## config.mk

```make
export PLATFORM = sky130hd
export DESIGN_NAME = dpd_chan
export DESIGN_NICKNAME = d
export VERILOG_FILES = /design/src/hw/rtl/dpd_pkg.sv /design/src/hw/rtl/dpd_chan.sv
export SDC_FILE = /design/constraint.sdc
export NUM_CORES = 2
export LEC_CHECK = 0
export ABC_AREA = 1
export BUFFER_PORTS_ARGS = -buffer_cell sky130_fd_sc_hd__buf_2
export CORE_UTILIZATION = 47
export DETAILED_ROUTE_END_ITERATION = 6
export MAX_ROUTING_LAYER = met4
export PLACE_DENSITY = 0.62
export SYNTH_ARGS = -nofsm -noshare
export SYNTH_HDL_FRONTEND = slang
export SYNTH_SLANG_ARGS = --single-unit
```

## constraint.sdc

```tcl
create_clock -name vclk -period 32.8
set_input_delay 3.28 -clock vclk [all_inputs]
set_output_delay 3.28 -clock vclk [all_outputs]
set_load 0.005 [all_outputs]
```

## src/hw/rtl/dpd_pkg.sv

```systemverilog
// Shared types and constants for the dual-side PD drive controller.
// Used by the channel interfaces, the per-side update unit and the top level.
package dpd_pkg;

  // Default position width and gain fraction bits.
  localparam int POS_WIDTH_DEF      = 24;
  localparam int GAIN_FRAC_BITS_DEF = 8;

  // Fixed field widths.
  localparam int POWER_W   = 16;
  localparam int GAIN_W    = 16;
  localparam int LIMIT_W   = 15;
  localparam int LEEWAY_W  = 16;
  localparam int COUNT_W   = 16;
  localparam int CFG_IDX_W = 3;

  // Register reset values.
  localparam logic [GAIN_W-1:0]   PROP_GAIN_RST  = 16'd256;
  localparam logic [GAIN_W-1:0]   DERIV_GAIN_RST = 16'd0;
  localparam logic [LIMIT_W-1:0]  RAMP_RST       = 15'd2560;
  localparam logic [LIMIT_W-1:0]  MAX_POWER_RST  = 15'd25600;
  localparam logic [LEEWAY_W-1:0] LEEWAY_RST     = 16'd5;
  localparam logic [COUNT_W-1:0]  TIMEOUT_RST    = 16'd1000;

  // Configuration register indexes.
  typedef enum logic [CFG_IDX_W-1:0] {
    CFG_TARGET_LEFT  = 3'd0,
    CFG_TARGET_RIGHT = 3'd1,
    CFG_PROP_GAIN    = 3'd2,
    CFG_DERIV_GAIN   = 3'd3,
    CFG_RAMP_LIMIT   = 3'd4,
    CFG_MAX_POWER    = 3'd5,
    CFG_LEEWAY       = 3'd6,
    CFG_TIMEOUT      = 3'd7
  } cfg_idx_e;

  // Controller settings handed to each side's update unit.
  typedef struct packed {
    logic [GAIN_W-1:0]  prop_gain;
    logic [GAIN_W-1:0]  deriv_gain;
    logic [LIMIT_W-1:0] ramp_limit;
    logic [LIMIT_W-1:0] max_power;
  } gains_t;

endpackage

```

## src/hw/rtl/dpd_chan.sv

```systemverilog
// One side of the PD controller: target power from error and its change,
// then a slew-limited and clamped drive update. Depends on dpd_pkg.
module dpd_chan #(
  parameter int PosWidth     = dpd_pkg::POS_WIDTH_DEF,
  parameter int GainFracBits = dpd_pkg::GAIN_FRAC_BITS_DEF
) (
  input  logic signed [PosWidth-1:0]         err_i,
  input  logic signed [PosWidth-1:0]         prev_err_i,
  input  logic signed [dpd_pkg::POWER_W-1:0] drive_i,
  input  dpd_pkg::gains_t                    gains_i,
  output logic signed [dpd_pkg::POWER_W-1:0] drive_o
);
  import dpd_pkg::*;

  localparam int DiffW = PosWidth + 1;
  localparam int PropW = PosWidth + GAIN_W + 1;
  localparam int DerW  = DiffW + GAIN_W + 1;
  localparam int SumW  = DerW + 1;
  localparam int ShL   = (GainFracBits < 8) ? (8 - GainFracBits) : 0;
  localparam int ShR   = (GainFracBits >= 8) ? (GainFracBits - 8) : 0;
  localparam int TpW   = SumW + ShL;
  localparam int GapW  = TpW + 1;

  logic signed [DiffW-1:0]    diff;
  logic signed [GAIN_W:0]     kp_s;
  logic signed [GAIN_W:0]     kd_s;
  logic signed [PropW-1:0]    prod_p;
  logic signed [DerW-1:0]     prod_d;
  logic signed [SumW-1:0]     pd_sum;
  logic signed [TpW-1:0]      tp;
  logic signed [GapW-1:0]     gap;
  logic signed [GapW-1:0]     ramp_s;
  logic signed [POWER_W-1:0]  delta;
  logic signed [POWER_W:0]    moved;
  logic signed [POWER_W:0]    max_s;

  // Error change and the two gain products.
  assign diff   = DiffW'(err_i) - DiffW'(prev_err_i);
  assign kp_s   = (GAIN_W + 1)'({1'b0, gains_i.prop_gain});
  assign kd_s   = (GAIN_W + 1)'({1'b0, gains_i.deriv_gain});
  assign prod_p = err_i * kp_s;
  assign prod_d = diff * kd_s;
  assign pd_sum = SumW'(prod_p) + SumW'(prod_d);

  // Rescale to Q8.8; the right shift floors toward minus infinity.
  assign tp = (TpW'(pd_sum) <<< ShL) >>> ShR;

  // Step toward the target power by at most the ramp limit.
  assign gap    = GapW'(tp) - GapW'(drive_i);
  assign ramp_s = GapW'({1'b0, gains_i.ramp_limit});

  always_comb begin
    if (gap > ramp_s) begin
      delta = POWER_W'(ramp_s);
    end else if (gap < -ramp_s) begin
      delta = POWER_W'(-ramp_s);
    end else begin
      delta = POWER_W'(gap);
    end
  end

  // Clamp the moved drive to the power limit.
  assign moved = (POWER_W + 1)'(drive_i) + (POWER_W + 1)'(delta);
  assign max_s = (POWER_W + 1)'({1'b0, gains_i.max_power});

  always_comb begin
    if (moved > max_s) begin
      drive_o = POWER_W'(max_s);
    end else if (moved < -max_s) begin
      drive_o = POWER_W'(-max_s);
    end else begin
      drive_o = POWER_W'(moved);
    end
  end

endmodule

```

==> metrics.txt <==
# TYPE chip_impl_metric gauge
chip_impl_metric{name="first_global_vias",unit=""} 31365
chip_impl_info{name="critical-path-top-cell-by-count",value="sky130_fd_sc_hd__nand2_1"} 1
chip_impl_metric{name="fin_setup_tns",unit="ps"} 0
chip_impl_metric{name="detail-route-antenna-nets",unit=""} 0
chip_impl_metric{name="setup_viols_final",unit=""} 0
chip_impl_info{name="synth_commonest_cells",value="sky130_fd_sc_hd__inv_1 (1,488), sky130_fd_sc_hd__nand2_1 (1,081), sky130_fd_sc_hd__fa_1 (897)"} 1
chip_impl_metric{name="nFlopsAndLatches",unit=""} 0
chip_impl_metric{name="yosys.area.top_type_share",unit=""} 0.489
chip_impl_metric{name="die_height",unit="um"} 281
chip_impl_metric{name="maxCapViolations",unit=""} 0
chip_impl_info{name="synth.area.top_cells",value="sky130_fd_sc_hd__fa_1 (49%), sky130_fd_sc_hd__inv_1 (15%), sky130_fd_sc_hd__nand2_1 (11%), sky130_fd_sc_hd__ha_1 (11%), sky130_fd_sc_hd__nor2_1 (3.4%)"} 1
chip_impl_info{name="timing.critical_path.to",value="drive_o[5]"} 1
chip_impl_metric{name="syn_nets",unit=""} 6142
chip_impl_info{name="hold_path.class",value="in -> out"} 1
chip_impl_metric{name="post_synth_num_cell_types",unit=""} 46
chip_impl_metric{name="syn-instance-count",unit=""} 4809
chip_impl_info{name="yosys.area.top_type",value="sky130_fd_sc_hd__fa_1"} 1
chip_impl_metric{name="final_hold_violation_count",unit=""} 0
chip_impl_info{name="cp_top_family",value="adder cells"} 1
chip_impl_metric{name="max-slew-margin-rel",unit=""} 0.282
chip_impl_info{name="unrepaired_setup_endpoints_after_global_routing",value="false"} 1
chip_impl_metric{name="groute.usage.overall",unit=""} 0.291
chip_impl_metric{name="grt_max_degree",unit=""} 31
chip_impl_metric{name="report.final.slew_viol_count",unit=""} 0
chip_impl_metric{name="post_cts_repair_resize_count",unit=""} 0
chip_impl_metric{name="tightest_slew",unit="ps"} 1070
chip_impl_metric{name="detail_route.first_pass.iterations",unit=""} 5
chip_impl_metric{name="place.detailed.hpwl",unit="mm"} 94.7
chip_impl_info{name="critical_setup_path_kind",value="in -> out"} 1
chip_impl_metric{name="drtIter0Drc",unit=""} 1889
chip_impl_metric{name="seq_area_frac_synth",unit=""} 0
chip_impl_metric{name="average_wire_per_standard_cell",unit="um"} 18.1
chip_impl_metric{name="first_pass_grt_wire_length",unit="mm"} 172
chip_impl_metric{name="drc",unit=""} 0
chip_impl_metric{name="core",unit="mm2"} 0.0773
chip_impl_metric{name="grt_overflow_total",unit=""} 0
chip_impl_metric{name="die_ar",unit="mm2"} 0.0792
chip_impl_metric{name="critical_path_required",unit="ps"} 29520
chip_impl_metric{name="die_width",unit="um"} 281
chip_impl_metric{name="max_freq",unit="MHz"} 45.1
chip_impl_metric{name="cts.repair_timing.setup_buffer_count",unit=""} 0
chip_impl_metric{name="postCtsHoldBufs",unit=""} 0
chip_impl_metric{name="clock_buffer_count",unit=""} 0
chip_impl_metric{name="fin_nets",unit=""} 6167
chip_impl_metric{name="final.min_clock_period",unit="ps"} 22170
chip_impl_info{name="critPathLaunchType",value="input port"} 1
chip_impl_info{name="critPathCaptureType",value="output pin"} 1
chip_impl_metric{name="syn_avg_cell_area",unit="um2"} 7.63
chip_impl_metric{name="post-route-period-util",unit=""} 0.676
chip_impl_metric{name="crit_fanout",unit=""} 30
chip_impl_metric{name="timing.critical_path.depth",unit=""} 68
chip_impl_info{name="yosys.cell_count.top_type",value="sky130_fd_sc_hd__inv_1"} 1
chip_impl_metric{name="rows",unit=""} 102
chip_impl_metric{name="vias",unit=""} 29232
chip_impl_metric{name="initial_utilization",unit=""} 0.474
chip_impl_metric{name="vias_per_cell",unit=""} 4.98
chip_impl_metric{name="share_of_final_layout_standard_cells_stronger_than_drive_strength_1",unit=""} 0.0526
chip_impl_metric{name="critPathBufInv",unit=""} 15
chip_impl_metric{name="netlist_area",unit="mm2"} 0.0367
chip_impl_metric{name="largest_stage_delay_on_the_critical_path",unit="ps"} 930
chip_impl_info{name="startpoint",value="err_i[0]"} 1
chip_impl_info{name="outcome",value="complete, no violations"} 1
chip_impl_metric{name="placement.io_buffers",unit=""} 142
chip_impl_metric{name="nFillCells",unit=""} 7868
chip_impl_metric{name="synthesis.yosys.warnings",unit=""} 0
chip_impl_metric{name="initial_antenna_violation_count",unit=""} 3
chip_impl_metric{name="seq_area",unit="um2"} 0
chip_impl_metric{name="wirelength",unit="mm"} 106
chip_impl_metric{name="ios",unit=""} 142
chip_impl_info{name="critical-path-slowest-cell",value="sky130_fd_sc_hd__fa_1"} 1
chip_impl_metric{name="gp_routability_congestion",unit=""} 1.00
chip_impl_metric{name="worstPathArrival",unit="ps"} 18890
chip_impl_metric{name="syn_to_final_growth",unit="%"} 4.36
==> final cells by class <==
cell class | count | area [um2] | share of cell area
timing repair buffer | 157 | 823 | 0.0215
multi-input combinational | 3166 | 30500 | 0.797
inverter | 1509 | 5660 | 0.148
tap | 1040 | 1300 | 0.0340
antenna | 1 | 2.50 | 0.0000653
==> routing by layer <==
layer  share of wire  global-route usage  up-vias
met5               0                   -        -
met1            0.42               0.369    14634
met3           0.049              0.0189      142
li1                -                   -    13648
met4           0.030              0.0733        0
met2            0.50               0.507      808
==> kinds of logic (layout without fill, tap and decap cells) <==
logic type | Yosys count | count (layout) | synth area share
compound gates | 243 | 243 | 0.0371
xor+xnor | 62 | 62 | 0.0158
simple gates | 1654 | 1654 | 0.183
other cells | 0 | 1 | 0
fa+ha+maj | 1207 | 1207 | 0.595
buf+inv | 1643 | 1666 | 0.169
==> how the worst min path moves through the flow <==
stage	cells after the start	slack, ps	endpoint	from
after floorplan	2	6660	drive_o[13]	gains_i[13]
after global placement	4	6880	drive_o[13]	gains_i[13]
after global routing	4	6920	drive_o[13]	gains_i[13]
after detailed placement	4	6880	drive_o[13]	gains_i[13]
final	4	6870	drive_o[13]	gains_i[13]
after CTS	4	6880	drive_o[13]	gains_i[13]
==> through the flow <==
stage | hold slack, ps | std cells | instance area (um2) | worst slack, ps | utilization
final | 6870 | 5873 | 38300 | 10630 | 0.495
after global routing | 6920 | 5873 | 38300 | 9400 | 0.495
after CTS | 6880 | 5872 | 38300 | 10650 | 0.495
after detailed placement | 6880 | 5872 | 38300 | 10660 | 0.495
after global placement | 6880 | 5872 | 38300 | 10870 | 0.495
after floorplan | 6660 | 4809 | 36700 | 13580 | -
==> cells in the final DEF (no fill, tap or decap), types with 2 or more instances in the layout <==
master	netlist	layout
sky130_fd_sc_hd__o21ai_2	6	6
sky130_fd_sc_hd__nor2_1	333	333
sky130_fd_sc_hd__a211oi_1	4	4
sky130_fd_sc_hd__nand3b_1	11	11
sky130_fd_sc_hd__a31oi_1	7	7
sky130_fd_sc_hd__fa_1	897	897
sky130_fd_sc_hd__nand2_4	2	2
sky130_fd_sc_hd__o31ai_1	2	2
sky130_fd_sc_hd__o21ai_0	67	67
sky130_fd_sc_hd__nor2_2	14	14
sky130_fd_sc_hd__o21ai_1	15	15
sky130_fd_sc_hd__inv_2	7	7
sky130_fd_sc_hd__nor4_1	3	3
sky130_fd_sc_hd__ha_1	310	310
sky130_fd_sc_hd__o21bai_1	11	11
sky130_fd_sc_hd__inv_1	1488	1488
sky130_fd_sc_hd__a21oi_2	2	2
sky130_fd_sc_hd__o21a_1	6	6
sky130_fd_sc_hd__a21o_1	8	8
sky130_fd_sc_hd__or2_1	2	2
sky130_fd_sc_hd__nor3_1	22	22
sky130_fd_sc_hd__nand3_1	99	99
sky130_fd_sc_hd__nand2_1	1081	1081
sky130_fd_sc_hd__buf_2	3	142
sky130_fd_sc_hd__xnor2_1	22	21
sky130_fd_sc_hd__o211ai_1	3	3
sky130_fd_sc_hd__nand4_2	2	2
sky130_fd_sc_hd__or2_2	33	33
sky130_fd_sc_hd__nand2_2	20	20
sky130_fd_sc_hd__buf_4	1	15
sky130_fd_sc_hd__a21oi_1	108	108
sky130_fd_sc_hd__clkinv_1	14	14
sky130_fd_sc_hd__nand4_1	25	25
sky130_fd_sc_hd__nand3_2	4	4
sky130_fd_sc_hd__xor2_1	38	38
Power is not shown: default switching activity piles up to over one toggle a cycle in this logic, so the estimate is an artifact.
